==> src/design/pkrg_pkg.sv <==
// Package for the per-key timestamp replay guard.
// Holds sizes, payload and record structs, control codes and the FSM state type.
// No dependencies; every other design file refers to it by scoped names.
package pkrg_pkg;

  localparam int CAPACITY = 64;                    // record cells in the chain
  localparam int KEY_BITS = 16;                    // key id width
  localparam int CAP_W    = $clog2(CAPACITY);      // cell index width
  localparam int CNT_W    = $clog2(CAPACITY + 1);  // record count, 0..CAPACITY
  localparam int STAMP_W  = 63;
  localparam int MONO_W   = 48;
  localparam int DROP_W   = 7;
  localparam int CFG_W    = 32;
  localparam int MAXR_W   = 6;
  localparam int ADDR_W   = 4;

  typedef logic [CAP_W-1:0]  idx_t;
  typedef logic [CNT_W-1:0]  cnt_t;
  typedef logic [DROP_W-1:0] drop_t;
  typedef logic [MONO_W:0]   mono_ext_t;
  typedef logic [STAMP_W:0]  stamp_ext_t;
  typedef logic [CFG_W-1:0]  word_t;

  typedef enum logic [1:0] {
    ST_OK      = 2'd0,
    ST_GRACE   = 2'd1,
    ST_REORDER = 2'd2,
    ST_INNER   = 2'd3
  } status_t;

  typedef enum logic [1:0] {
    REG_GRACE    = 2'd0,
    REG_LIFETIME = 2'd1,
    REG_MAX_REC  = 2'd2
  } reg_idx_t;

  typedef enum logic [1:0] {
    S_IDLE,
    S_CLEAN,
    S_DECIDE
  } state_t;

  typedef struct packed {
    logic [KEY_BITS-1:0] key_id;
    logic [STAMP_W-1:0]  command_stamp;
    logic [STAMP_W-1:0]  wall_now_ms;
    logic [MONO_W-1:0]   mono_now_ms;
    logic                inner_ok;
  } in_req_t;

  typedef struct packed {
    logic              accepted;
    logic [1:0]        status;
    logic [DROP_W-1:0] records_dropped;
  } out_res_t;

  typedef struct packed {
    logic                valid;
    logic [KEY_BITS-1:0] key;
    logic [STAMP_W-1:0]  stamp;
    logic [MONO_W-1:0]   refreshed;
  } rec_t;

  // Per-cycle command broadcast to every cell.
  typedef struct packed {
    logic shift_all;   // every cell takes its upper neighbor
    logic shift_seen;  // cells at or above the matching cell take their upper neighbor
    logic load;        // cell at wr_idx loads the new record
    idx_t wr_idx;
  } cell_cmd_t;

  typedef struct packed {
    logic [CFG_W-1:0]  grace_period_ms;
    logic [CFG_W-1:0]  record_lifetime_ms;
    logic [MAXR_W-1:0] max_records;
  } cfg_t;

endpackage

==> src/design/pkrg_regs.sv <==
// Configuration registers of the replay guard behind an APB-style port.
// Grace period, record lifetime and record limit. Depends on pkrg_pkg.
module pkrg_regs (
  input  logic                        clk,
  input  logic                        rst_n,
  input  logic                        psel,
  input  logic                        penable,
  input  logic                        pwrite,
  input  logic [pkrg_pkg::ADDR_W-1:0] paddr,
  input  logic [pkrg_pkg::CFG_W-1:0]  pwdata,
  output logic [pkrg_pkg::CFG_W-1:0]  prdata,
  output logic                        pready,
  output pkrg_pkg::cfg_t              cfg
);

  pkrg_pkg::cfg_t cfg_r, cfg_nxt;
  logic           wr_en;
  logic [1:0]     reg_sel;

  assign pready  = 1'b1;
  assign wr_en   = psel & penable & pwrite;
  assign reg_sel = paddr[3:2];  // byte lanes ignored

  always_comb begin
    cfg_nxt = cfg_r;
    if (wr_en) begin
      case (reg_sel)
        pkrg_pkg::REG_GRACE:    cfg_nxt.grace_period_ms    = pwdata;
        pkrg_pkg::REG_LIFETIME: cfg_nxt.record_lifetime_ms = pwdata;
        pkrg_pkg::REG_MAX_REC:  cfg_nxt.max_records        = pwdata[pkrg_pkg::MAXR_W-1:0];
        default: ;
      endcase
    end
  end

  always_comb begin
    case (reg_sel)
      pkrg_pkg::REG_GRACE:    prdata = cfg_r.grace_period_ms;
      pkrg_pkg::REG_LIFETIME: prdata = cfg_r.record_lifetime_ms;
      pkrg_pkg::REG_MAX_REC:  prdata = pkrg_pkg::word_t'(cfg_r.max_records);
      default:                prdata = '0;
    endcase
  end

  always_ff @(posedge clk) begin
    if (!rst_n) begin
      cfg_r.grace_period_ms    <= 32'd120000;
      cfg_r.record_lifetime_ms <= 32'd3600000;
      cfg_r.max_records        <= 6'd63;
    end else begin
      cfg_r <= cfg_nxt;
    end
  end

  assign cfg = cfg_r;

endmodule

==> config.mk <==
export PLATFORM = sky130hd
export DESIGN_NAME = pkrg_regs
export DESIGN_NICKNAME = d
export VERILOG_FILES = /design/src/design/pkrg_pkg.sv /design/src/design/pkrg_regs.sv
export SDC_FILE = /design/constraint.sdc
export NUM_CORES = 1
export LEC_CHECK = 0
export BUFFER_PORTS_ARGS = -buffer_cell sky130_fd_sc_hd__buf_2
export CAP_MARGIN = 0
export CORE_MARGIN = 2
export CORE_UTILIZATION = 43
export DETAILED_ROUTE_END_ITERATION = 16
export HOLD_SLACK_MARGIN = 0.1
export PLACE_DENSITY = 0.85
export SLEW_MARGIN = 20
export SYNTH_ARGS = -nofsm -noshare
export SYNTH_HDL_FRONTEND = slang
export SYNTH_SLANG_ARGS = --single-unit
==> constraint.sdc <==
create_clock -name clk -period 1 [get_ports clk]
set_input_delay 0.2 -clock clk [delete_from_list [all_inputs] [get_ports clk]]
set_output_delay 0.2 -clock clk [all_outputs]
set_load 0.05 [all_outputs]
==> results of run 1 <==
==> cell families after synthesis <==
kind of cell           after synthesis  synth area share (%)
other                                1                0.1115
multiplexers                        96                 28.56
buffers and inverters               36                 6.545
AO/OA/AOI/OAI                       12                 2.231
AND/OR/NAND/NOR                    151                 20.90
flip-flops                          70                 41.65
==> timing repair <==
item                                    CTS
gates resized for setup                 418
endpoints found under the hold margin     0
buffers inserted                         27
pin swaps                                25
endpoints found under the setup margin  136
gates cloned                             11
==> metrics by stage <==
step           std cells  hold WS [ps]  setup slack [ps]  area, µm²
4_1_cts              712         103.9            -295.7       7403
3_5_place_dp         658         456.4            -480.6       5185
3_3_place_gp         658         445.8            -410.2       5185
2_1_floorplan        366         331.6            -188.1       3914
==> summary.txt, run 1 <==
Placement
  – Placer Congestion: roughly 0.83
  – DPL Wire Length: around 7000 µm
  – I/O Buffers: between 100 and 150

Synthesis
  – Synthesized netlist cell count: 366
  – Post-synth EDFFs: 0
  – Cell area after synthesis: between 3000 and 4000 µm²
  – Main flop type after synthesis: dfxtp_1
  – Synth warn: 0
  – Largest cells by area after synthesis: dfxtp_1 (42%), mux2i_1 (29%), nand2_1 (8.9%)
  – Share of Yosys cell area claimed by the top area cell type: a little over two fifths
  – Sequential area share after synthesis: a little over two fifths
  – Synth area leader: dfxtp_1
  – Most frequent cells after synthesis: mux2i_1 (96), nand2_1 (80), dfxtp_1 (70)
  – Mean Syn Cell Area: 9.193 µm²
  – Synth Net Count: 407
  – Flops & latches, synth: 70
  – Most frequent cell after synthesis: mux2i_1
  – Synth async-reset ratio: 0%
  – Post-synth cell types: 21

Global route
  – Largest net degree at the start of global routing: 62

Run status
  – Exit stage: global routing
  – Outcome: aborted with a tool error
  – Log Error: [ERROR DPL-0038] Utilization greater than 100%, impossible to legalize

Floorplanning
  – Die width: just over 90 µm
  – Die Height: 92.46 µm
  – Initial Util: between 40 and 50%
  – Row count: 32
  – Boundary pin count: 144

Clock tree
  – Clock root buffer: clkbuf_8
  – Clock Tree Buf Depth: 2
  – CTS Hold Bufs: 0
  – Clock sinks: 70
  – H-tree depth: 3
  – Num CTS Buffers: 9

Timing
  – WEP type: sequential cell input
  – Grt repair worst endpoint: cfg[31]$_SDFFE_PN0P_/D
==> run 2: changes to the inputs <==
- CORE_UTILIZATION: 43 -> 35
- HOLD_SLACK_MARGIN: 0.1 -> not set
- PLACE_DENSITY: 0.85 -> not set
- PLACE_DENSITY_LB_ADDON: not set -> 0.15
- clock period: 1 -> 1.3 ns (I/O delays scaled with it)
==> run 2 against run 1 <==
The flow now finishes, with violations (setup timing); synthesized cell count is the same; area after synthesis is the same.
==> summary.txt, run 2 <==
Power
  – Worst vdd ir: 0.4236 mV
  – Pwr dens: 871.7 nW/µm²
  – Pleak: 2.315 nW

Synthesis
  – Cell area after synthesis: 3364 µm² (unchanged)
  – Flops & latches, synth: 70 (unchanged)
  – Main flop type after synthesis: dfxtp_1
  – Share of Yosys cell area claimed by the top area cell type: 41.65% (unchanged)
  – Mean Syn Cell Area: 9.193 µm² (unchanged)
  – Synth async-reset ratio: 0% (unchanged)
  – Most frequent cell after synthesis: mux2i_1
  – Post-synth EDFFs: 0 (unchanged)
  – Synth Net Count: 407 (unchanged)
  – Largest cells by area after synthesis: dfxtp_1 (42%), mux2i_1 (29%), nand2_1 (8.9%)
  – Most frequent cells after synthesis: mux2i_1 (96), nand2_1 (80), dfxtp_1 (70)
  – Synth warn: 0 (unchanged)
  – Synthesized netlist cell count: 366 (unchanged)
  – Post-synth cell types: 21 (unchanged)
  – Sequential area share after synthesis: 41.65% (unchanged)
  – Synth area leader: dfxtp_1

Clock tree
  – CTS tree: yes
  – H-tree depth: 3 (unchanged)
  – Clk Latency, worst-skew pair: approximately 340 ps
  – Clock sinks: 70 (unchanged)
  – Worst-path clk slew: ~70 ps
  – Num CTS Buffers: 9 (unchanged)
  – Clock Tree Buf Depth: 2 (unchanged)
  – Clock root buffer: clkbuf_8

Timing
  – Post-route setup slack: -65.56 ps
  – Tcrit/Tclk final: 105.0%
  – Final Max Tran Viols: 0
  – Final worst path period need: 1366 ps
  – Peak Freq: 732.3 MHz
  – Clock skew: 0 ps
  – RSZ-0062 raised after global routing: true
  – Final setup viols: 22
  – Final Hold Fails: 0

Min path
  – Hold wc startpoint: pwdata[12]
  – Hold crit path type: primary input to register

Setup path
  – Setup CP Type: register to output port
  – CP Capture Type: output port
  – CP startpoint kind: register
  – Worst Path Arrival: ~1100 ps
  – CP Max Fanout: 2
  – Req. time, crit path: ~1000 ps
  – CP Launch Point: cfg[39]
  – Worst r2r src: cfg[20]

Global route
  – Vias in the first global route: ~2900
  – Largest net degree at the start of global routing: 69
  – First-pass GRT wire length: 14910 µm
  – Global-route usage over all layers: 18.66%
  – Initial antenna violation count: 0
  – Global route total overflow: 0

Layout
  – Layout Utilization: 60.88%
  – Antenna diodes: 0
  – Max FFs per register: 70
  – Area grow syn2layout: 67.98%
  – Nets: 563
  – Fillers: 800
  – Most common cell after layout, fill and taps aside: buf_2
  – Non-Filler Instances: 655
  – Layout cells sized above 1: 61.03%
  – Most frequent cells in the layout: buf_2 (94), nand2_1 (80), mux2i_1 (64), dfxtp_2 (59), buf_4 (34)

Drt
  – WL per Instance: about 15 µm
  – DR iter-0 viols: 56
  – Drt drc: 0
  – Vias/cell: 4.690
  – WL final: 9602 µm
  – Remaining antenna violation count after routing: 0
  – Via count: 3072
  – DRT Pass-1 Iters: 5

Floorplanning
  – DIE AREA: 10410 µm²
  – Die Height: 102.0 µm (+10%)
  – Initial Util: 36.24% (-7.8 points)
  – Core area: 9284 µm²
  – Boundary pin count: 144 (unchanged)
  – Die width: 102.0 µm (+10%)
  – Row count: 35 (+9.4%)

Placement
  – DP Cell Count: 621 (-5.6%)
  – Placer Congestion: 0.7078 (-14%)
  – I/O Buffers: 140 (unchanged)
  – DPL Wire Length: 6177 µm (-12%)

Run status
  – Failing checks: setup timing
  – Outcome: finished, violations left

Run
  – Max Cap Violations: 0
run 2: cell counts after synthesis:
Identical to the previous run, type by type.
run 2: per-stage QoR:
step	hold slack, ps	worst slack (ps)	cell area [µm²]	power (mW)	setup TNS [ps]
final	170.4	-65.56	5652	4.926	-486.7
after global routing	155.3	-101.7	5652	5.129	-1794
after CTS	151.2	-91.90	5548	4.986	-1435
after detailed placement	453.4	-227.0	4617	3.063	-11050
after global placement	447.2	-213.0	4617	3.054	-8982
after floorplan	394.6	-25.52	3741	2.848	-153.1
run 2: critical path, stage by stage (launching register included):
cell and delay [ps]:
dfxtp_2 330, mux2i_2 210, o21ai_4 90, buf_6 150
run 2: area by class of cell:
cell class | instances | area (µm²) | area share (%)
multi-input combinational | 260 | 2360 | 41.75
tap | 129 | 161.4 | 2.856
sequential | 70 | 1494 | 26.43
timing repair buffer | 175 | 1425 | 25.22
clock inverter | 4 | 47.55 | 0.8413
inverter | 6 | 22.52 | 0.3985
clock buffer | 11 | 141.4 | 2.502
run 2: what timing repair did:
action / CTS / global route
gates resized for setup: 137 / 19
buffers inserted: 16 / 1
endpoints found under the setup margin: 32 / 34
gates cloned: 3 / 0
pin swaps: 20 / 8
hold buffers: 0 / 0
run 2: where the power goes:
part / total, mW / internal [mW] / switching (mW) / leakage [nW]
sequential: 2.20 / 2.17 / 0.0321 / 0.582
clock: 1.72 / 0.923 / 0.795 / 0.0952
combinational: 1.01 / 0.414 / 0.595 / 1.64
run 2: kinds of logic after synthesis:
logic type / count (synthesis) / synth area share (%)
and+or+nand+nor: 151 / 20.90
muxes: 96 / 28.56
DFF: 70 / 41.65
buffers and inverters: 36 / 6.545
AOI/OAI and AO/OA: 12 / 2.231
other: 1 / 0.1115
run 2: worst paths after layout:
check	slack, ps	depth (start not counted)	endpoint
setup / recovery	-70	3	prdata[1]
hold / removal	170	3	cfg[18]
setup reg to reg	520	3	cfg[20]
hold reg to reg	470	2	cfg[18]
run 2: layer usage:
| metal | share of wire (%) | up-vias | global-route usage, % |
|---|---|---|---|
| li1 | - | 1522 | - |
| met1 | 45 | 1448 | 24.23 |
| met2 | 49 | 92 | 30.77 |
| met3 | 5.2 | 10 | 4.309 |
| met4 | 1.2 | 0 | 6.154 |
| met5 | 0 | - | 0 |
(Power assumes the default switching activity.)
