--- config.mk ---
export PLATFORM = sky130hd
export DESIGN_NAME = pkrg_cell
export DESIGN_NICKNAME = d
export VERILOG_FILES = /design/src/design/pkrg_pkg.sv /design/src/design/pkrg_cell.sv
export SDC_FILE = /design/constraint.sdc
export NUM_CORES = 1
export LEC_CHECK = 0
export BUFFER_PORTS_ARGS = -buffer_cell sky130_fd_sc_hd__buf_2
export CAP_MARGIN = 20
export CORE_AREA = 2 2 184 186
export DETAILED_ROUTE_END_ITERATION = 12
export DIE_AREA = 0 0 186 188
export GPL_TIMING_DRIVEN = 0
export PLACE_DENSITY_LB_ADDON = 0.3
export SYNTH_ARGS = -nofsm -noshare
export SYNTH_HDL_FRONTEND = slang
export SYNTH_SLANG_ARGS = --single-unit
--- constraint.sdc ---
create_clock -name clk -period 6 [get_ports clk]
set_input_delay 0.3 -clock clk [delete_from_list [all_inputs] [get_ports clk]]
set_output_delay 0.3 -clock clk [all_outputs]
set_load 0.01 [all_outputs]
--- src/design/pkrg_pkg.sv ---
// Package for the per-key timestamp replay guard.
// Holds sizes, payload and record structs, control codes and the FSM state type.
// No dependencies; every other design file refers to it by scoped names.
package pkrg_pkg;

  localparam int CAPACITY = 64;                    // record cells in the chain
  localparam int KEY_BITS = 16;                    // key id width
  localparam int CAP_W    = $clog2(CAPACITY);      // cell index width
  localparam int CNT_W    = $clog2(CAPACITY + 1);  // record count, 0..CAPACITY
  localparam int STAMP_W  = 63;
  localparam int MONO_W   = 48;
  localparam int DROP_W   = 7;
  localparam int CFG_W    = 32;
  localparam int MAXR_W   = 6;
  localparam int ADDR_W   = 4;

  typedef logic [CAP_W-1:0]  idx_t;
  typedef logic [CNT_W-1:0]  cnt_t;
  typedef logic [DROP_W-1:0] drop_t;
  typedef logic [MONO_W:0]   mono_ext_t;
  typedef logic [STAMP_W:0]  stamp_ext_t;
  typedef logic [CFG_W-1:0]  word_t;

  typedef enum logic [1:0] {
    ST_OK      = 2'd0,
    ST_GRACE   = 2'd1,
    ST_REORDER = 2'd2,
    ST_INNER   = 2'd3
  } status_t;

  typedef enum logic [1:0] {
    REG_GRACE    = 2'd0,
    REG_LIFETIME = 2'd1,
    REG_MAX_REC  = 2'd2
  } reg_idx_t;

  typedef enum logic [1:0] {
    S_IDLE,
    S_CLEAN,
    S_DECIDE
  } state_t;

  typedef struct packed {
    logic [KEY_BITS-1:0] key_id;
    logic [STAMP_W-1:0]  command_stamp;
    logic [STAMP_W-1:0]  wall_now_ms;
    logic [MONO_W-1:0]   mono_now_ms;
    logic                inner_ok;
  } in_req_t;

  typedef struct packed {
    logic              accepted;
    logic [1:0]        status;
    logic [DROP_W-1:0] records_dropped;
  } out_res_t;

  typedef struct packed {
    logic                valid;
    logic [KEY_BITS-1:0] key;
    logic [STAMP_W-1:0]  stamp;
    logic [MONO_W-1:0]   refreshed;
  } rec_t;

  // Per-cycle command broadcast to every cell.
  typedef struct packed {
    logic shift_all;   // every cell takes its upper neighbor
    logic shift_seen;  // cells at or above the matching cell take their upper neighbor
    logic load;        // cell at wr_idx loads the new record
    idx_t wr_idx;
  } cell_cmd_t;

  typedef struct packed {
    logic [CFG_W-1:0]  grace_period_ms;
    logic [CFG_W-1:0]  record_lifetime_ms;
    logic [MAXR_W-1:0] max_records;
  } cfg_t;

endpackage

--- src/design/pkrg_cell.sv ---
// One record cell of the replay guard chain.
// Holds one record, shifts toward the oldest end, and flags a key match.
// Depends on pkrg_pkg.
module pkrg_cell (
  input  logic                 clk,
  input  logic                 rst_n,
  input  pkrg_pkg::idx_t       idx,
  input  pkrg_pkg::cell_cmd_t  cmd,
  input  pkrg_pkg::in_req_t    req,
  input  pkrg_pkg::rec_t       rec_next,
  input  logic                 seen_in,
  input  logic                 older_in,
  output pkrg_pkg::rec_t       rec_out,
  output logic                 seen_out,
  output logic                 older_out
);

  logic                          valid_r, valid_nxt;
  logic [pkrg_pkg::KEY_BITS-1:0] key_r, key_nxt;
  logic [pkrg_pkg::STAMP_W-1:0]  stamp_r, stamp_nxt;
  logic [pkrg_pkg::MONO_W-1:0]   refr_r, refr_nxt;
  logic                          match_r, match_nxt;
  logic                          older_r, older_nxt;
  logic                          take, load;

  assign seen_out  = seen_in | match_r;
  assign older_out = older_in | older_r;
  assign take      = cmd.shift_all | (cmd.shift_seen & seen_out);
  assign load      = cmd.load & (idx == cmd.wr_idx);

  always_comb begin
    valid_nxt = valid_r;
    key_nxt   = key_r;
    stamp_nxt = stamp_r;
    refr_nxt  = refr_r;
    if (load) begin
      valid_nxt = 1'b1;
      key_nxt   = req.key_id;
      stamp_nxt = req.command_stamp;
      refr_nxt  = req.mono_now_ms;
    end else if (take) begin
      valid_nxt = rec_next.valid;
      key_nxt   = rec_next.key;
      stamp_nxt = rec_next.stamp;
      refr_nxt  = rec_next.refreshed;
    end
    // keys are unique in the table, so at most one cell matches
    match_nxt = valid_r & (key_r == req.key_id);
    older_nxt = match_nxt & (req.command_stamp <= stamp_r);
  end

  always_ff @(posedge clk) begin
    if (!rst_n) begin
      valid_r <= 1'b0;
      match_r <= 1'b0;
      older_r <= 1'b0;
    end else begin
      valid_r <= valid_nxt;
      match_r <= match_nxt;
      older_r <= older_nxt;
    end
  end

  always_ff @(posedge clk) begin
    key_r   <= key_nxt;
    stamp_r <= stamp_nxt;
    refr_r  <= refr_nxt;
  end

  assign rec_out = '{valid: valid_r, key: key_r, stamp: stamp_r, refreshed: refr_r};

endmodule

# Word level (Yosys, flattened, before mapping)
# Cells that the tools add are included.
# classes
n_mul,0
eq_ne,2
shift,0
bitwise_logic,7
n_addsub,0
div_mod_pow,0
n_reduce_logical,1
order_cmp,1
muxes,8
# ops
cell,count
$mux 63,2
$mux 48,2
$le 63x63->1,1
$mux 16,2
$eq 16x16->1,1
$eq 6x6->1,1
$and 1x1->1,4
$or 1x1->1,3
$mux 1,2
$reduce_bool 2->1,1
# totals
memories,0
romBits,0
regBits,130
mem_bits_rw,0
word_cells,25
latchBits,0

# Logic depth before layout (Yosys ltp)
# Gate-level depths: netlist of run 1.
# logic_depth
word_depth,5
ltp_mapped,8

# Worst setup path before layout of run 1
# No wires, ideal clock.
# synth_path
path_kind,input to register
start,in cmd[2] (netlist name)
end,reg key_r[0] (netlist name) (enable)
cell_stages,5
t_required_ps,5492
path_buffers,2
slack_ps,1188
arrival_ps,4304
setup_ps,508
cell_sequence,xor2_1 > nor4_2 > buf_2 > buf_4 > nand2b_1
# synth_between
elab_chain_cells,3
# synth_lines
item,line,rtl
from (decl),pkrg_cell.sv:8,"input pkrg_pkg::cell_cmd_t cmd,"
$eq 6x6->1,pkrg_cell.sv:29,assign load = cmd.load & (idx == cmd.wr_idx);
$and 1x1->1,pkrg_cell.sv:29,
$reduce_bool 2->1 (no line),n/a,
to (signal assigned),pkrg_cell.sv:65,key_r <= key_nxt;
to (decl),pkrg_cell.sv:19,"logic [pkrg_pkg::KEY_BITS-1:0] key_r, key_nxt;"
# No other way between the ends.
# A chain may end at the register's enable or synchronous reset.

# Worst setup path after layout of run 1
# layout_path
start,reg stamp_r[61] (netlist name)
end,reg older_r
# layout_between
elab_chain_cells,2
# layout_lines
item,line,rtl
from (decl),pkrg_cell.sv:20,"logic [pkrg_pkg::STAMP_W-1:0] stamp_r, stamp_nxt;"
from (signal assigned),pkrg_cell.sv:66,stamp_r <= stamp_nxt;
$le 63x63->1,pkrg_cell.sv:49,older_nxt = match_nxt & (req.command_stamp <= stamp_r);
$and 1x1->1,pkrg_cell.sv:49,
to (signal assigned),pkrg_cell.sv:60,older_r <= older_nxt;
to (decl),pkrg_cell.sv:23,"logic older_r, older_nxt;"
# No other way between the ends.

==> results_dict.tcl, run 1 <==
set metrics [dict create \
    crit_fanout 4 \
    ys_seq_elements 130 \
    cap_violations 0 \
    hpwlAfterDp_um 19200 \
    grt_pass1_wl_um 34400 \
    synth_edf_count 127 \
    worstReg2RegEnd "older_r" \
    die_x_um 186 \
    vias 5805 \
    drive_gt1_frac 0.598 \
    powerDensity_nw_per_um2 267 \
    ir_drop_mv 0.172 \
    wl_um 23100 \
    hold_buffers 0 \
    relSlewSlack 0.340 \
    track_usage 0.133 \
    status "finished, final reports clean" \
    die_h_um 188 \
    cts-resized-gates 0 \
    wl_per_cell_um 16.3 \
    multiInputGateArea_um2 3090 \
    synthArstFlopShare 0 \
    dieArea_um2 35000 \
    vias_per_cell 4.09 \
    dpl-instance-area_um2 9940 \
    finalCritPeriodShare 0.396 \
    fin_nets 1358 \
    ff2ff_setup_slack_ns 3.63 \
    hold_start "rst_n" \
    ys_seq_area_frac 0.531 \
    cts_sinks 130 \
    syn-cell-area_um2 7300 \
    avgSynthCellArea_um2 13.7 \
    crit_path_end_kind "register" \
    post-route-min-period_ns 2.37 \
    ys_warn_count 0 \
    dr.pass1.iters 4 \
    drc 0 \
    syn_inst 533 \
    syn-num-nets 934 \
    setup_viol 0 \
    min_to "valid_r" \
    hold-worst-slack_ns 0.112 \
    cts_root_buffer "clkbuf_16" \
    slew_viol_final 0 \
    htreeDepth 4 \
    synthFlopType "edfxtp_1" \
    hold_path_class "in -> reg" \
    rsz0062_at_grt "false" \
    first_iter_violations 122 \
    crit_required_ns 6.38 \
    io_buffers 403 \
    final_area_um2 10600 \
    cpPeakStageDelay_ns 0.52 \
    post-place-ws_ns 3.32 \
    hold_viol_final 0 \
    cts-buffers-inserted 17 \
    ioPinCount 468 \
    cp_common_cell "nand4_1" \
    seqCellArea_um2 3870 \
    startpoint_type "register" \
    post_cts_buffers 0 \
    place_congestion 0.759 \
    insertion_delay_ns 0.43 \
    path_clk_slew_ns 0.07 \
    coreArea_um2 33100 \
    cp.arrival_ns 2.75 \
    antenna_found_initial 4 \
    grt_max_degree 60 \
    initial_core_util 0.220 \
    crit_path_cell_trace "inv_1, ha_1, nand4_1, nor4_4, nand4_1, nor4_1, o21a_1" \
    grt_overflow 0 \
    timing.fmax_ghz 0.421 \
    ant_nets 0 \
    leakage_uw 0.00483 \
    hold_depth 2 \
    cp_slowest_cell "nor4_4" \
    path_class "reg -> reg" \
    r2r_start "stamp_r[61]" \
    n_fill_cell 3438 \
    fin_skew_ns 0.0124 \
    num_rows 67 \
    reg2regPathDepth 7 \
    first_global_vias 6218 \
    area_delta_synth_final_pct 45.1 \
    setup_ws_ns 3.63 \
    most-common-layout-cells "406 x buf_2, 128 x mux2_2, 127 x edfxtp_1" \
    yosysUniqueCellTypes 36 \
    worst_pin_slew_ns 0.980 \
    cts_tree "yes" \
    final_common_cell "buf_2" \
    clock_path_buffers 2 \
]
cell usage after synthesis, drive strengths merged, types with 2 or more instances:
library cell,instances,share of area
mux2,128,0.20
nor2,6,0.0031
buf,15,0.014
nand3,8,0.0055
inv,65,0.033
a221oi,3,0.0045
o21ai,6,0.0041
or2,2,0.0017
o22ai,2,0.0017
xor2,7,0.0084
o21bai,2,0.0021
nand2,14,0.0072
nand4,17,0.015
o211ai,2,0.0021
ha,63,0.11
a21oi,24,0.016
a211oi,3,0.0031
nor4,8,0.0098
o21a,3,0.0031
dfxtp,3,0.0082
xnor2,15,0.018
edfxtp,127,0.52
critical path: cells and delay by family (launching register included):
family	cells	cell delay [ns]
and+or+nand+nor	4	1.46
DFF	1	0.34
adders and majority gates	1	0.31
AOI/OAI and AO/OA	1	0.18
buffers and inverters	1	0.05
power breakdown:
group,switching (µW),internal [µW],total [µW]
registers,38.8,1110,1140
clock network,408,777,1190
logic,260,243,503
sequential cells by signal (all words and copies together) (netlist names):
name,count
older_r,1
match_r,1
refr_r,48
stamp_r,63
valid_r,1
key_r,16
cell type report:
cell class / instances / area share
clock inverter: 11 / 0.0197
antenna: 2 / 0.000472
tap: 448 / 0.0529
buffer: 15 / 0.00992
inverter: 65 / 0.0230
multi-input combinational: 323 / 0.291
clock buffer: 21 / 0.0416
sequential: 130 / 0.366
timing repair buffer: 405 / 0.196
cells by family (layout without fill, tap and decap cells):
group / after synthesis / count (layout) / share of synthesized area
DFF: 130 / 130 / 0.531
muxes: 128 / 128 / 0.197
buffers and inverters: 80 / 517 / 0.0478
adders and majority gates: 63 / 63 / 0.108
and+or+nand+nor: 59 / 59 / 0.0458
AOI/OAI and AO/OA: 51 / 51 / 0.0440
xor gates and xnor gates: 22 / 22 / 0.0264
other: 0 / 2 / 0
layer usage:
metal  share of wire  vias to the layer above  GRT usage
met4           0.015                        2     0.0436
li1                -                     2849          -
met1            0.40                     2690      0.147
met5         0.00030                        -          0
met3           0.086                       21     0.0497
met2            0.50                      243      0.234
per-stage QoR:
stage / cells / setup TNS, ns / power, µW / utilization
floorplan: 533 / 0 / 1420 / -
global placement: 1384 / -130.41 / 1680 / 0.298
detailed placement: 1386 / 0 / 1680 / 0.300
CTS: 1418 / 0 / 2890 / 0.320
global route: 1419 / 0 / 2990 / 0.320
finish: 1420 / 0 / 2830 / 0.320
worst max path at each step:
| stage | from | endpoint | slack (ns) | cells past startpoint |
|---|---|---|---|---|
| finish | stamp_r[61] | older_r | 3.63 | 7 |
| global route | stamp_r[61] | older_r | 3.31 | 7 |
| CTS | stamp_r[61] | older_r | 3.38 | 7 |
| detailed placement | req[173] | older_r | 3.32 | 7 |
| global placement | cmd[0] | refr_r[27] | -1.04 | 7 |
| floorplan | cmd[2] | key_r[0] | 1.19 | 5 |
Note: power is estimated with default switching activity, not from simulation.
==> run 2: changes to the inputs <==
==> constraint.sdc (replaced) <==
create_clock -name clk -period 2.2 [get_ports clk]
set_input_delay 0.11 -clock clk [delete_from_list [all_inputs] [get_ports clk]]
set_output_delay 0.11 -clock clk [all_outputs]
set_load 0.01 [all_outputs]
==> run 2 against run 1 <==
Effect of this change: routed wire length increased by 16%; global-route usage up 1.9 points; core utilization increased by 7.2 points; largest power group is now registers; sequential power grew to 2.7 times the previous value; non-clock buffer count increased by 244; sequential cell count stayed put.
==> results_dict.tcl, run 2 (same netlist as run 1, synthesis figures left out) <==
set metrics [dict create \
    status "finished, final reports clean" \
    vias_per_cell 4.11 \
    htreeDepth 4 \
    ant_nets 0 \
    grt_max_degree 55 \
    hpwlAfterDp_um 19400 \
    regMostFlops "stamp_r" \
    setup_viol 0 \
    setup_tns_ns 0 \
    crit_path_end_kind "register" \
    path_class "reg -> reg" \
    place_congestion 0.765 \
    reg2regPathDepth 5 \
    hold_start "rec_next[95]" \
    wl_per_cell_um 16.1 \
    post-route-min-period_ns 2.11 \
    crit_fanout 2 \
    startpoint "key_r[9]" \
    die_x_um 186 \
    dieArea_um2 35000 \
    antenna_found_initial 2 \
    n_fill_cell 3154 \
    coreArea_um2 33100 \
    fin_nets 1603 \
    seqCellArea_um2 3870 \
    fin_skew_ns 0.00731 \
    relSlewSlack 0.603 \
    startpoint_type "register" \
    vias 6833 \
    largest_reg_flops 63 \
    final_common_cell "buf_2" \
    top_regs "stamp_r: 63 flops, refr_r: 48 flops, key_r: 16 flops" \
    cts-buffers-inserted 17 \
    worst_pin_slew_ns 0.591 \
    first_global_vias 7510 \
    area_delta_synth_final_pct 77.6 \
    most-common-layout-cells "405 x buf_2, 240 x dlygate4sd3_1, 128 x mux2_2" \
    powerDensity_nw_per_um2 583 \
    finalCritPeriodShare 0.958 \
    dr.pass1.iters 4 \
    wl_um 26900 \
    r2r_start "key_r[9]" \
    leakage_uw 0.00581 \
    io_buffers 403 \
    initial_core_util 0.220 \
    cts_root_buffer "clkbuf_16" \
    grt_pass1_wl_um 40100 \
    first_iter_violations 201 \
    ir_drop_mv 0.479 \
    crit_required_ns 2.57 \
    setup_ws_ns 0.0918 \
    hold_depth 2 \
    drive_gt1_frac 0.486 \
    insertion_delay_ns 0.43 \
    clock_path_buffers 2 \
    num_rows 67 \
    hold_viol_final 0 \
    cts_tree "yes" \
    cp.arrival_ns 2.48 \
    die_h_um 188 \
    drc 0 \
    hold_path_class "in -> reg" \
    grt_overflow 0 \
    timing.fmax_ghz 0.474 \
    path_clk_slew_ns 0.06 \
    cap_violations 0 \
    track_usage 0.152 \
    slew_viol_final 0 \
    post-place-ws_ns -0.503 \
    rsz0062_at_grt "true" \
    multiInputGateArea_um2 3140 \
    cts_sinks 130 \
    ioPinCount 468 \
]
[run 2: through the flow]
stage	hold WS, ns	power [µW]	instance area [µm²]	util	cells
3_5_place_dp	0.331	4580	9950	0.300	1386
5_1_grt	0.00117	7960	13000	0.392	1663
6_report	0.0196	7560	13000	0.392	1664
2_1_floorplan	0.227	3850	7310	-	533
3_3_place_gp	0.328	4550	9890	0.299	1384
4_1_cts	0.00260	7660	12900	0.391	1661
[run 2: final timing paths]
| path | to | slack [ns] |
|---|---|---|
| hold / removal | stamp_r[47] | 0.02 |
| setup / recovery | older_r | 0.09 |
| setup reg to reg | older_r | 0.09 |
| hold reg to reg | match_r | 0.59 |
[run 2: report_power, final]
part | internal, µW | leakage, µW | switching [µW]
Combinational | 952 | 0.00426 | 809
Sequential | 3010 | 0.00129 | 111
Clock | 1540 | 0.000256 | 1130
[run 2: cell type report]
cell class	instances	share of cell area
Timing Repair Buffer	649	0.347
Sequential cell	130	0.299
Multi-Input combinational cell	324	0.242
Tap cell	448	0.0432
Clock buffer	21	0.0340
Inverter	65	0.0188
Buffer	15	0.00859
Clock inverter	11	0.00695
Antenna cell	1	0.000193
[run 2: timing repair]
| action | in CTS | in global routing |
|---|---|---|
| setup endpoints to repair | 56 | 50 |
| gates cloned | 1 | 0 |
| pin swaps | 3 | 3 |
| hold buffers | 240 | 0 |
| resized for setup | 6 | 2 |
| buffers inserted | 2 | 2 |
| hold endpoints to repair | 127 | 0 |
[run 2: per-layer routing]
| layer | up-vias | part of all wire | track usage |
|---|---|---|---|
| met5 | - | 0.00041 | 0 |
| met4 | 2 | 0.024 | 0.0539 |
| met3 | 38 | 0.064 | 0.0480 |
| met1 | 3194 | 0.39 | 0.162 |
| li1 | 3334 | - | - |
| met2 | 265 | 0.52 | 0.279 |
[run 2: critical path: stages, from the launching register on]
cell and delay, ns:
edfxtp_1 0.42, xor2_1 0.16, nor4_1 0.47, nand4_1 0.22, nor4_2 0.59, o21a_1 0.20
