<file path="config.mk">
export PLATFORM = sky130hd
export DESIGN_NAME = pkrg_ctrl
export DESIGN_NICKNAME = d
export VERILOG_FILES = /design/src/design/pkrg_pkg.sv /design/src/design/pkrg_ctrl.sv
export SDC_FILE = /design/constraint.sdc
export NUM_CORES = 1
export LEC_CHECK = 0
export BUFFER_PORTS_ARGS = -buffer_cell sky130_fd_sc_hd__buf_4
export CORE_AREA = 5 5 236 238
export CTS_BUF_LIST = sky130_fd_sc_hd__clkbuf_8
export DETAILED_ROUTE_END_ITERATION = 10
export DIE_AREA = 0 0 241 243
export PLACE_DENSITY = 0.69
export SYNTH_ARGS = -nofsm -noshare
export SYNTH_HDL_FRONTEND = slang
export SYNTH_SLANG_ARGS = --single-unit
</file>
<file path="constraint.sdc">
create_clock -name clk -period 5.65 [get_ports clk]
set_input_delay 0 -clock clk [delete_from_list [all_inputs] [get_ports clk]]
set_output_delay 0 -clock clk [all_outputs]
set_load 0.02 [all_outputs]
</file>
<file path="src/design/pkrg_pkg.sv">
// Package for the per-key timestamp replay guard.
// Holds sizes, payload and record structs, control codes and the FSM state type.
// No dependencies; every other design file refers to it by scoped names.
package pkrg_pkg;

  localparam int CAPACITY = 64;                    // record cells in the chain
  localparam int KEY_BITS = 16;                    // key id width
  localparam int CAP_W    = $clog2(CAPACITY);      // cell index width
  localparam int CNT_W    = $clog2(CAPACITY + 1);  // record count, 0..CAPACITY
  localparam int STAMP_W  = 63;
  localparam int MONO_W   = 48;
  localparam int DROP_W   = 7;
  localparam int CFG_W    = 32;
  localparam int MAXR_W   = 6;
  localparam int ADDR_W   = 4;

  typedef logic [CAP_W-1:0]  idx_t;
  typedef logic [CNT_W-1:0]  cnt_t;
  typedef logic [DROP_W-1:0] drop_t;
  typedef logic [MONO_W:0]   mono_ext_t;
  typedef logic [STAMP_W:0]  stamp_ext_t;
  typedef logic [CFG_W-1:0]  word_t;

  typedef enum logic [1:0] {
    ST_OK      = 2'd0,
    ST_GRACE   = 2'd1,
    ST_REORDER = 2'd2,
    ST_INNER   = 2'd3
  } status_t;

  typedef enum logic [1:0] {
    REG_GRACE    = 2'd0,
    REG_LIFETIME = 2'd1,
    REG_MAX_REC  = 2'd2
  } reg_idx_t;

  typedef enum logic [1:0] {
    S_IDLE,
    S_CLEAN,
    S_DECIDE
  } state_t;

  typedef struct packed {
    logic [KEY_BITS-1:0] key_id;
    logic [STAMP_W-1:0]  command_stamp;
    logic [STAMP_W-1:0]  wall_now_ms;
    logic [MONO_W-1:0]   mono_now_ms;
    logic                inner_ok;
  } in_req_t;

  typedef struct packed {
    logic              accepted;
    logic [1:0]        status;
    logic [DROP_W-1:0] records_dropped;
  } out_res_t;

  typedef struct packed {
    logic                valid;
    logic [KEY_BITS-1:0] key;
    logic [STAMP_W-1:0]  stamp;
    logic [MONO_W-1:0]   refreshed;
  } rec_t;

  // Per-cycle command broadcast to every cell.
  typedef struct packed {
    logic shift_all;   // every cell takes its upper neighbor
    logic shift_seen;  // cells at or above the matching cell take their upper neighbor
    logic load;        // cell at wr_idx loads the new record
    idx_t wr_idx;
  } cell_cmd_t;

  typedef struct packed {
    logic [CFG_W-1:0]  grace_period_ms;
    logic [CFG_W-1:0]  record_lifetime_ms;
    logic [MAXR_W-1:0] max_records;
  } cfg_t;

endpackage

</file>
<file path="src/design/pkrg_ctrl.sv">
// Sequencer of the replay guard: request capture, cleanup, decision, result.
// Drives the command broadcast to the cell chain. Depends on pkrg_pkg.
module pkrg_ctrl (
  input  logic                 clk,
  input  logic                 rst_n,
  input  logic                 start,
  input  pkrg_pkg::in_req_t    in_data,
  input  pkrg_pkg::cfg_t       cfg,
  input  pkrg_pkg::rec_t       oldest,
  input  logic                 found,
  input  logic                 older,
  output logic                 busy,
  output pkrg_pkg::in_req_t    req,
  output pkrg_pkg::cell_cmd_t  cmd,
  output logic                 out_valid,
  output pkrg_pkg::out_res_t   out_data
);

  pkrg_pkg::state_t   state_r, state_nxt;
  pkrg_pkg::in_req_t  req_r, req_nxt;
  pkrg_pkg::cnt_t     count_r, count_nxt;
  pkrg_pkg::cnt_t     dropped_r, dropped_nxt;
  pkrg_pkg::cnt_t     wr_pos;
  logic               grace_bad_r, grace_bad_nxt;
  logic               out_valid_r, out_valid_nxt;
  pkrg_pkg::out_res_t res_r, res_nxt;
  pkrg_pkg::status_t  status;
  pkrg_pkg::mono_ext_t  exp_at;
  pkrg_pkg::stamp_ext_t st_hi, wall_hi;
  logic               expired, over_limit, do_drop, full, ins, take_req;

  assign exp_at     = {1'b0, oldest.refreshed} +
                      pkrg_pkg::mono_ext_t'(cfg.record_lifetime_ms);
  assign expired    = exp_at <= {1'b0, req_r.mono_now_ms};
  assign over_limit = count_r > pkrg_pkg::cnt_t'(cfg.max_records);
  assign st_hi      = {1'b0, req_r.command_stamp} +
                      pkrg_pkg::stamp_ext_t'(cfg.grace_period_ms);
  assign wall_hi    = {1'b0, req_r.wall_now_ms} +
                      pkrg_pkg::stamp_ext_t'(cfg.grace_period_ms);
  assign full       = count_r == pkrg_pkg::cnt_t'(pkrg_pkg::CAPACITY);
  assign busy       = state_r == pkrg_pkg::S_CLEAN;
  assign take_req   = start & ~busy;

  always_comb begin
    state_nxt     = state_r;
    req_nxt       = req_r;
    count_nxt     = count_r;
    dropped_nxt   = dropped_r;
    out_valid_nxt = 1'b0;
    res_nxt       = res_r;
    do_drop       = 1'b0;
    ins           = 1'b0;
    status        = pkrg_pkg::ST_OK;
    wr_pos        = count_r;
    cmd           = '0;
    grace_bad_nxt = (st_hi < {1'b0, req_r.wall_now_ms}) |
                    ({1'b0, req_r.command_stamp} > wall_hi);

    case (state_r)
      pkrg_pkg::S_IDLE: ;
      pkrg_pkg::S_CLEAN: begin
        do_drop = (count_r != '0) & (expired | over_limit);
        if (do_drop) begin
          cmd.shift_all = 1'b1;
          count_nxt     = count_r - 1'b1;
          dropped_nxt   = dropped_r + 1'b1;
        end else begin
          // cell flags sampled this cycle see the final table
          state_nxt = pkrg_pkg::S_DECIDE;
        end
      end
      pkrg_pkg::S_DECIDE: begin
        if (grace_bad_r)
          status = pkrg_pkg::ST_GRACE;
        else if (found & older)
          status = pkrg_pkg::ST_REORDER;
        else if (!req_r.inner_ok)
          status = pkrg_pkg::ST_INNER;
        ins = status == pkrg_pkg::ST_OK;
        if (found | full)
          wr_pos = count_r - 1'b1;
        cmd.load       = ins;
        cmd.shift_seen = ins & found;
        cmd.shift_all  = ins & full & ~found;
        cmd.wr_idx     = wr_pos[pkrg_pkg::CAP_W-1:0];
        if (ins & ~found & ~full)
          count_nxt = count_r + 1'b1;
        out_valid_nxt           = 1'b1;
        res_nxt.accepted        = ins;
        res_nxt.status          = status;
        res_nxt.records_dropped = pkrg_pkg::drop_t'(dropped_r);
        state_nxt               = pkrg_pkg::S_IDLE;
      end
      default: state_nxt = pkrg_pkg::S_IDLE;
    endcase

    // a new request may enter while the previous one is deciding
    if (take_req) begin
      req_nxt     = in_data;
      dropped_nxt = '0;
      state_nxt   = pkrg_pkg::S_CLEAN;
    end
  end

  always_ff @(posedge clk) begin
    if (!rst_n) begin
      state_r     <= pkrg_pkg::S_IDLE;
      count_r     <= '0;
      dropped_r   <= '0;
      out_valid_r <= 1'b0;
    end else begin
      state_r     <= state_nxt;
      count_r     <= count_nxt;
      dropped_r   <= dropped_nxt;
      out_valid_r <= out_valid_nxt;
    end
  end

  always_ff @(posedge clk) begin
    req_r       <= req_nxt;
    res_r       <= res_nxt;
    grace_bad_r <= grace_bad_nxt;
  end

  assign req       = req_r;
  assign out_valid = out_valid_r;
  assign out_data  = res_r;

endmodule

</file>
## Yosys cells after proc, flatten, opt, wreduce, memory -nomap -nowiden

Index checks and enable logic that the tools add are counted.

- Register bits: 219
- Output and inout port bits: 212
- Logic and storage cells: 72

- Equal/unequal tests: 8
- Order comparisons: 4
- Multiplexer cells: 15
- Reduce and logical (&&, ||, !) cells: 9
- Bitwise logic cells: 16
- Add/subtract/negate cells: 6

Operators by type and width:

| operator | count |
|---|---|
| $add A63 B32 Y64 | 2 |
| $gt A63 B64 Y1 | 1 |
| $lt A64 B63 Y1 | 1 |
| $add A48 B32 Y49 | 1 |
| $le A49 B48 Y1 | 1 |
| $add A7 B1 Y7 const B | 2 |
| $mux W7 | 2 |
| $pmux W7 S2 | 1 |
| $mux W2 | 5 |
| $and A1 B1 Y1 | 8 |
| $mux W8 | 1 |
| $eq A7 B7 Y1 const B | 1 |
| $gt A7 B6 Y1 | 1 |
| $reduce_bool A7 Y1 | 1 |
| $sub A7 B1 Y7 const B | 1 |
| $mux W6 | 1 |
| $ne A2 B2 Y1 const B | 3 |
| $reduce_and A2 Y1 | 3 |
| $not A1 Y1 | 5 |
| $logic_not A2 Y1 | 2 |
| $pmux W2 S2 | 1 |
| $mux W1 | 3 |
| $ne A3 B3 Y1 const B | 1 |
| $or A1 B1 Y1 | 3 |
| 7 further kinds | 7 |

## Longest topological paths before layout

Gate-level depths: netlist of run 1.

- Word-level depth: 9
- Mapped depth: 23
- Gate-level depth less buffers: 22

## Worst setup path before layout of run 1

No wires, ideal clock.

- Path type: reg2reg
- Start point: register state_r[1]
- End point: register req_r (netlist bit req[0]), enable pin
- Period minus slack after synthesis: 5.324 ns
- Path slack: 0.326 ns
- Cell stages (with the launch flop): 7
- Data arrival time: 4.780 ns
- Setup time: 0.544 ns
- Required time: 5.106 ns
- Buffers on the path: 1
- Path through: dfxtp_1 > inv_1 > ha_1 > clkbuf_1 > inv_1 > nand2_1 > inv_1

- Cells in the longest elaborated chain, start to end: 3

Ends and longest elaborated chain:

| item | line | text |
|---|---|---|
| start, declared | pkrg_ctrl.sv:19 | `pkrg_pkg::state_t state_r, state_nxt;` |
| start signal, assigned | pkrg_ctrl.sv:107 | `state_r <= pkrg_pkg::S_IDLE;` |
| start signal, assigned | pkrg_ctrl.sv:112 | `state_r <= state_nxt;` |
| $eq A2 B1 Y1 | pkrg_ctrl.sv:41 | `assign busy = state_r == pkrg_pkg::S_CLEAN;` |
| net busy | pkrg_ctrl.sv:12 | `output logic busy,` |
| $not A1 Y1 | pkrg_ctrl.sv:42 | `assign take_req = start & ~busy;` |
| $and A1 B1 Y1 | pkrg_ctrl.sv:42 |  |
| net take_req | pkrg_ctrl.sv:30 | `logic expired, over_limit, do_drop, full, ins, take_req;` |
| end signal, assigned | pkrg_ctrl.sv:120 | `req_r <= req_nxt;` |
| end, declared | pkrg_ctrl.sv:20 | `pkrg_pkg::in_req_t req_r, req_nxt;` |

The timed path passes the listed nets, and every way through them passes these cells.
A chain may end at the register's enable or synchronous reset.

## Final worst setup path of run 1

- Start point: register req_r (netlist bit req[49])
- End point: register grace_bad_r

- Cells in the longest elaborated chain, start to end: 3
- Elaborated cells between the ends (all ways): 4
- Classes of those cells: add/sub: 1; order compare: 2; bitwise: 1

Ends and longest elaborated chain:

| item | line | text |
|---|---|---|
| $add A63 B32 Y64 | pkrg_ctrl.sv:38 | `assign wall_hi = {1'b0, req_r.wall_now_ms} +` |
| $gt A63 B64 Y1 | pkrg_ctrl.sv:57 | `({1'b0, req_r.command_stamp} > wall_hi);` |
| $or A1 B1 Y1 * | pkrg_ctrl.sv:56 | `grace_bad_nxt = (st_hi < {1'b0, req_r.wall_now_ms}) \|` |
| net grace_bad_nxt | pkrg_ctrl.sv:24 | `logic grace_bad_r, grace_bad_nxt;` |
| end signal, assigned | pkrg_ctrl.sv:122 | `grace_bad_r <= grace_bad_nxt;` |
| end, declared | pkrg_ctrl.sv:24 |  |

The timed path passes the listed nets; every way through them passes the cells marked *.

==> out/results.txt, run 1 <==
Initial DRC Count - 1,277
Mapped Area - 18,100 um^2
Seq/Total Area, Yosys - 35.4%
Synth Area in Adders - 19.9%
Placed Cells - 3,051
max-capacitance violation count - 0
first-pass GRT wire length - 102,000 um
clock sink total - 219
Comb pwr share - 44.4%
drt pass-1 iters - 5
final number of hold-violating endpoints - 0
Relative slew margins - 34.0%
Leakage - 11.6 nW
Site Rows - 85
Num CTS Buffers - 42
Port Buffers - 525
Layout Cells excl Fill - 3,333
data required time at the worst endpoint - 6.16 ns
Clk Latency, worst-skew pair - 0.60 ns
Worst Hold Class - in -> reg
pwr/cell area - 286 nW/um^2
Least-Margin Pin Slew - 0.990 ns
Post-Synth XOR/XNOR Area - 8.19%
worst r2r src - req[49]$_DFFE_PP_
root buf cell - clkbuf_8
RSZ-0062 raised after global routing - no
GR Util All Layers - 22.0%
vias in the first global route - 18,100
layout cells sized above 1 - 24.3%
multiplexer share of the synthesized area - 0.166%
startpoint types - flop
Worst-path clk slew - 0.07 ns
Core Area - 53,400 um^2
final worst-path cycle share - 91.9%
WS Path Type - reg -> reg
FF-to-FF End - grace_bad_r$_DFF_P_
number of synthesis warnings - 0
Fmax - 193 MHz
Post-Layout Inst Area - 25,700 um^2
clock skew after layout - 0.0327 ns
largest net degree at the start of global routing - 102
commonest non-fill, non-tap cells in the layout - buf_4, ha_1, edfxtp_1, dlygate4sd3_1, inv_1
#FFs+latches synth - 219
Hold Path Sink - req[118]$_DFFE_PP_
Top Ports - 606
cells on worst reg2reg path - 22
reg2reg setup slack - 0.46 ns
Syn Inst Count - 1,855
number of synthesized flops with an enable pin - 201
die span in y - 243 um
Synth Area in Compound Gates - 17.5%
largest family of logic cells by synthesized area - adder cells
Most used DFF post-synth - edfxtp_1
asr flop ratio synth - 0%
Place WS - 0.134 ns
clk buf depth - 3
commonest non-fill, non-tap cell in the layout - buf_4
post-synthesis simple-gate area fraction - 14.7%
DRT Wirelength - 67,400 um
syn nets - 2,535
CP Launch Point - req[49]$_DFFE_PP_
drc violations - 0
Setup TNS - 0 ns
clock power share - 23.8%
Sequential Power Share - 31.7%
Avg Cell Area, Syn - 9.74 um^2
Worst Min Path Start - in_data[118]
Int Pwr - 4.51 mW
Post-DRT Antenna Nets - 0
CTS tree - built
routability cong. - 0.975
crit-path max FO - 13
Via Count - 17,500
HPWL Detailed - 53,300 um
setup violators final - 0
post-synth cell types - 87
wire length per cell - 20.2 um
Die ar. - 58,600 um^2
fin crit period - 5.19 ns
htree depth - 2
initial antenna violation count - 12
crit path capture type - flop
outcome - finished clean
Hold Path Stages - 2
GRT overflow - 0
Layout area overhead - 42.2%
layout net count - 3,275
crit path DAT - 5.71 ns
initial core utilization - 33.9%
final worst setup slack - 0.457 ns
peak supply drop - 0.000207 V
Final Slew Violations - 0
Switching Share - 38.5%
Sw Pwr - 2.83 mW
Die X - 241 um
Cell Area, Placed - 22,800 um^2
vias per cell - 5.26
[final cells by class]
cell class	count	area, um^2
flip-flops and latches	219	6400
well taps	696	871
diodes	13	32.5
clock buffers	46	633
clock inverters	27	272
inverters	158	601
fillers	4879	27700
repair buffers	726	5950
multi-input cells	1448	10900
[metrics by stage]
step	power (mW)	hold WS, ns	utilization (%)
3_5_place_dp	5.46	0.179	42.7
5_1_grt	7.85	0.0607	48.1
2_1_floorplan	4.38	0.0989	-
6_report	7.34	0.113	48.1
4_1_cts	7.38	0.0448	48.1
3_3_place_gp	5.38	0.178	42.7
[power by group through the flow]
stage	logic (mW)	registers, mW	clock network, mW
after floorplan	1.88	2.49	0
after global placement	3.02	2.36	0
after detailed placement	3.10	2.36	0
after CTS	3.24	2.33	1.81
after global routing	3.61	2.35	1.89
final	3.26	2.33	1.75
[per-layer routing]
layer / GRT usage [%] / vias up / routed length [um]
li1: - / 8411 / -
met1: 28.3 / 8345 / 28400
met2: 36.7 / 630 / 32400
met3: 4.12 / 139 / 4160
met4: 8.20 / 2 / 2470
met5: 0 / - / 13
[Yosys cell counts (all sizes together) (16+ instances only)]
cell type    n  area, um^2
nand4       66         438
a21o        66         497
dfxtp       18         360
nand3       68         363
nor2       102         393
inv        158         593
and3        22         139
clkbuf      20        76.3
a21oi      151         767
o211ai      17         133
nor3        26         130
xnor2      127        1110
ha         283        3540
a211oi      20         163
o21bai      16         120
o21a        27         203
and2        19         128
o21ai      103         564
nand2      124         473
edfxtp     201        6040
xor2        42         368
a31oi       18         113
[kinds of logic (layout without fill, tap and decap cells)]
kind of cell    Yosys count  after routing
compound gates          484            484
xor+xnor                169            169
fa+ha+maj               286            286
buf+inv                 188            957
flops                   219            219
mux                       3              3
other cells               0             13
simple gates            506            506
[timing repair]
action                     CTS  global route
resized for setup            0             2
hold endpoints to repair   211             0
hold buffers               196             0
setup endpoints to repair    0             1
setup buffers                0             0
[state kept, by name, indices dropped and copies added, names as in the netlist]
name,flops
state_r,2
grace_bad_r,1
out_valid,1
dropped_r,7
req,191
count_r,7
out_data,10
[critical path: stages, from the launching register on]
cell and delay, ns:
edfxtp_1 0.38, ha_1 0.18, inv_1 0.06, fa_1 0.39, nor2b_1 0.19, o31ai_2 0.11
a21oi_1 0.28, o21a_1 0.24, o21ai_0 0.17, a21oi_2 0.37, nand2_2 0.31, nor2_1 0.22
xnor2_1 0.09, ha_1 0.28, and4_1 0.19, nand3_1 0.13, nor4_2 0.40, buf_4 0.18
nand2_1 0.12, a21oi_1 0.29, nor4b_1 0.09, a31oi_1 0.27, a32o_1 0.17
[worst max path at each step]
stage	end	slack (ns)	cells past startpoint
final	grace_bad_r$_DFF_P_	0.46	22
after global routing	grace_bad_r$_DFF_P_	0.06	22
after CTS	grace_bad_r$_DFF_P_	0.09	22
after detailed placement	grace_bad_r$_DFF_P_	0.13	22
after global placement	grace_bad_r$_DFF_P_	0.20	22
after floorplan	req[0]$_DFFE_PP_	0.33	6
Note: power is estimated with default switching activity, not from simulation.
==> inputs of run 2 (changes only) <==
Settings changed: PLACE_DENSITY 0.69 to 0.58.
==> out/results.txt, run 2 (synthesis gave the netlist of run 1 again) <==
outcome - finished clean
Place WS - 0.480 ns (+0.346 ns)
Relative slew margins - 31.9% (-2.1 points)
Top Ports - 606 (unchanged)
startpoint types - flop
FILL cells - 4,992 (+2.3%)
peak supply drop - 0.000201 V (-2.9%)
Sequential Power Share - 32.2% (+0.5 points)
Fmax - 192 MHz (-0.18%)
Die X - 241 um (unchanged)
layout cells sized above 1 - 24.0% (-0.31 points)
wire length per cell - 19.9 um (-1.6%)
DRT Wirelength - 66,200 um (-1.8%)
clk buf depth - 3 (unchanged)
Sequential cell area - 6400 um^2 (unchanged)
Crit path depth - 22 (unchanged)
pwr/cell area - 282 nW/um^2 (-1.3%)
largest delay contributor family on the critical path - simple AND/OR/NAND/NOR gates
final core occ - 47.9% (-0.19 points)
Setup TNS - 0 ns (unchanged)
crit-path max FO - 13 (unchanged)
buffer and inverter count on the worst path - 2 (unchanged)
clock sink total - 219 (unchanged)
drt pass-1 iters - 6 (+1)
CP Cell Sequence - ha_1, inv_1, fa_1, nor2b_1, o31ai_2, a21oi_1, o21a_1, o21ai_0, a21oi_2, nand2_1, nor2_1, xnor2_1, ha_1, and4_1, nand3_1, nor4_1, buf_4, nand2_1, a21oi_1, nor4b_1, a31oi_1, a32o_1
vias in the first global route - 17,700 (-2.6%)
crit path DAT - 5.75 ns (+0.04 ns)
largest net degree at the start of global routing - 107 (+4.9%)
Clk Latency, worst-skew pair - 0.61 ns (about the same)
drc violations - 0 (unchanged)
Layout area overhead - 41.7%
routability cong. - 0.934 (-4.2%)
fin crit period - 5.20 ns (+0.00924 ns)
data required time at the worst endpoint - 6.20 ns (+0.04 ns)
RSZ-0062 raised after global routing - no
number of flip-flops in the largest register - 191 (unchanged)
final worst setup slack - 0.447 ns (-0.00924 ns)
Int Pwr - 4.39 mW (-2.7%)
cells on worst reg2reg path - 22 (unchanged)
commonest non-fill, non-tap cells in the layout - buf_4, ha_1, edfxtp_1, dlygate4sd3_1, inv_1
GRT overflow - 0 (unchanged)
Worst Hold Class - in -> reg
Leakage - 11.6 nW (-0.12%)
Initial DRC Count - 952 (-25%)
Switching Share - 39.1% (+0.60 points)
Least-Margin Pin Slew - 0.996 ns (+0.00540 ns)
initial core utilization - 33.9% (unchanged)
CTS tree - built
Final Hold Slack - 0.110 ns (-0.00293 ns)
Hold Path Stages - 2 (unchanged)
crit path capture type - flop
layout net count - 3,276 (+0.031%)
Core Area - 53,400 um^2 (unchanged)
root buf cell - clkbuf_8
GR Util All Layers - 21.4% (-0.60 points)
Via Count - 17,300 (-1.5%)
Cell Area, Placed - 22,800 um^2 (unchanged)
Sw Pwr - 2.82 mW (-0.19%)
HPWL Detailed - 53,300 um (about the same)
setup violators final - 0 (unchanged)
commonest non-fill, non-tap cell in the layout - buf_4
die span in y - 243 um (unchanged)
Post-DRT Antenna Nets - 0 (unchanged)
final worst-path cycle share - 92.1% (+0.16 points)
clock power share - 22.6% (-1.2 points)
Post-Layout Inst Area - 25,600 um^2 (-0.40%)
final number of hold-violating endpoints - 0 (unchanged)
vias per cell - 5.19 (-1.3%)
Worst-path clk slew - 0.07 ns (about the same)
initial antenna violation count - 9 (-3)
Die ar. - 58,600 um^2 (unchanged)
multi-input logic area - 10,900 um^2 (about the same)
Site Rows - 85 (unchanged)
Final Slew Violations - 0 (unchanged)
Num CTS Buffers - 44 (+4.8%)
htree depth - 2 (unchanged)
slowest CP cell - nand2_1
max-capacitance violation count - 0 (unchanged)
Port Buffers - 525 (unchanged)
first-pass GRT wire length - 99,600 um (-2.7%)
clock skew after layout - 0.0283 ns (-0.00438 ns)
WS Path Type - reg -> reg
Comb pwr share - 45.2% (+0.8 points)
Setup Buffers After CTS - 0 (unchanged)
CP peak stage delay - 0.49 ns (+0.09 ns)
[run 2: power groups by stage]
stage,clock (mW),combinational [mW],sequential [mW]
4_1_cts,1.69,3.25,2.33
3_5_place_dp,0,3.11,2.36
6_report,1.63,3.26,2.32
5_1_grt,1.77,3.59,2.35
2_1_floorplan,0,1.88,2.49
3_3_place_gp,0,3.05,2.36
[run 2: repair_timing]
action / CTS / global route
hold endpoints to repair: 211 / 0
gates resized for setup: 0 / 0
hold buffers: 195 / 0
setup endpoints to repair: 0 / 0
[run 2: final timing paths]
check | slack [ns] | start | endpoint
max | 0.45 | req[49]$_DFFE_PP_ | grace_bad_r$_DFF_P_
min | 0.11 | in_data[30] | req[30]$_DFFE_PP_
max reg2reg | 0.45 | req[49]$_DFFE_PP_ | grace_bad_r$_DFF_P_
min reg2reg | 0.46 | dropped_r[6]$_SDFFE_PP0P_ | out_data[6]$_DFFE_PP_
[run 2: per-layer routing]
layer  vias to the layer above  GRT usage [%]  part of all wire, %
met3                       104           4.68                  7.0
met2                       558           37.1                   49
met4                         6           5.74                  2.4
li1                       8385              -                    -
met1                      8210           26.9                   41
met5                         -              0                0.062
[run 2: through the flow]
step	std cells	power, mW
6_report	3327	7.22
5_1_grt	3326	7.70
4_1_cts	3321	7.26
3_5_place_dp	3051	5.47
3_3_place_gp	3051	5.40
2_1_floorplan	1855	4.38
[run 2: layout make-up]
cell class | instances | area share (%)
Clock inverter | 31 | 0.909
Tap cell | 696 | 3.40
Multi-Input combinational cell | 1448 | 42.7
Sequential cell | 219 | 25.0
Timing Repair Buffer | 725 | 23.2
Inverter | 158 | 2.35
Antenna cell | 6 | 0.0587
Clock buffer | 44 | 2.37
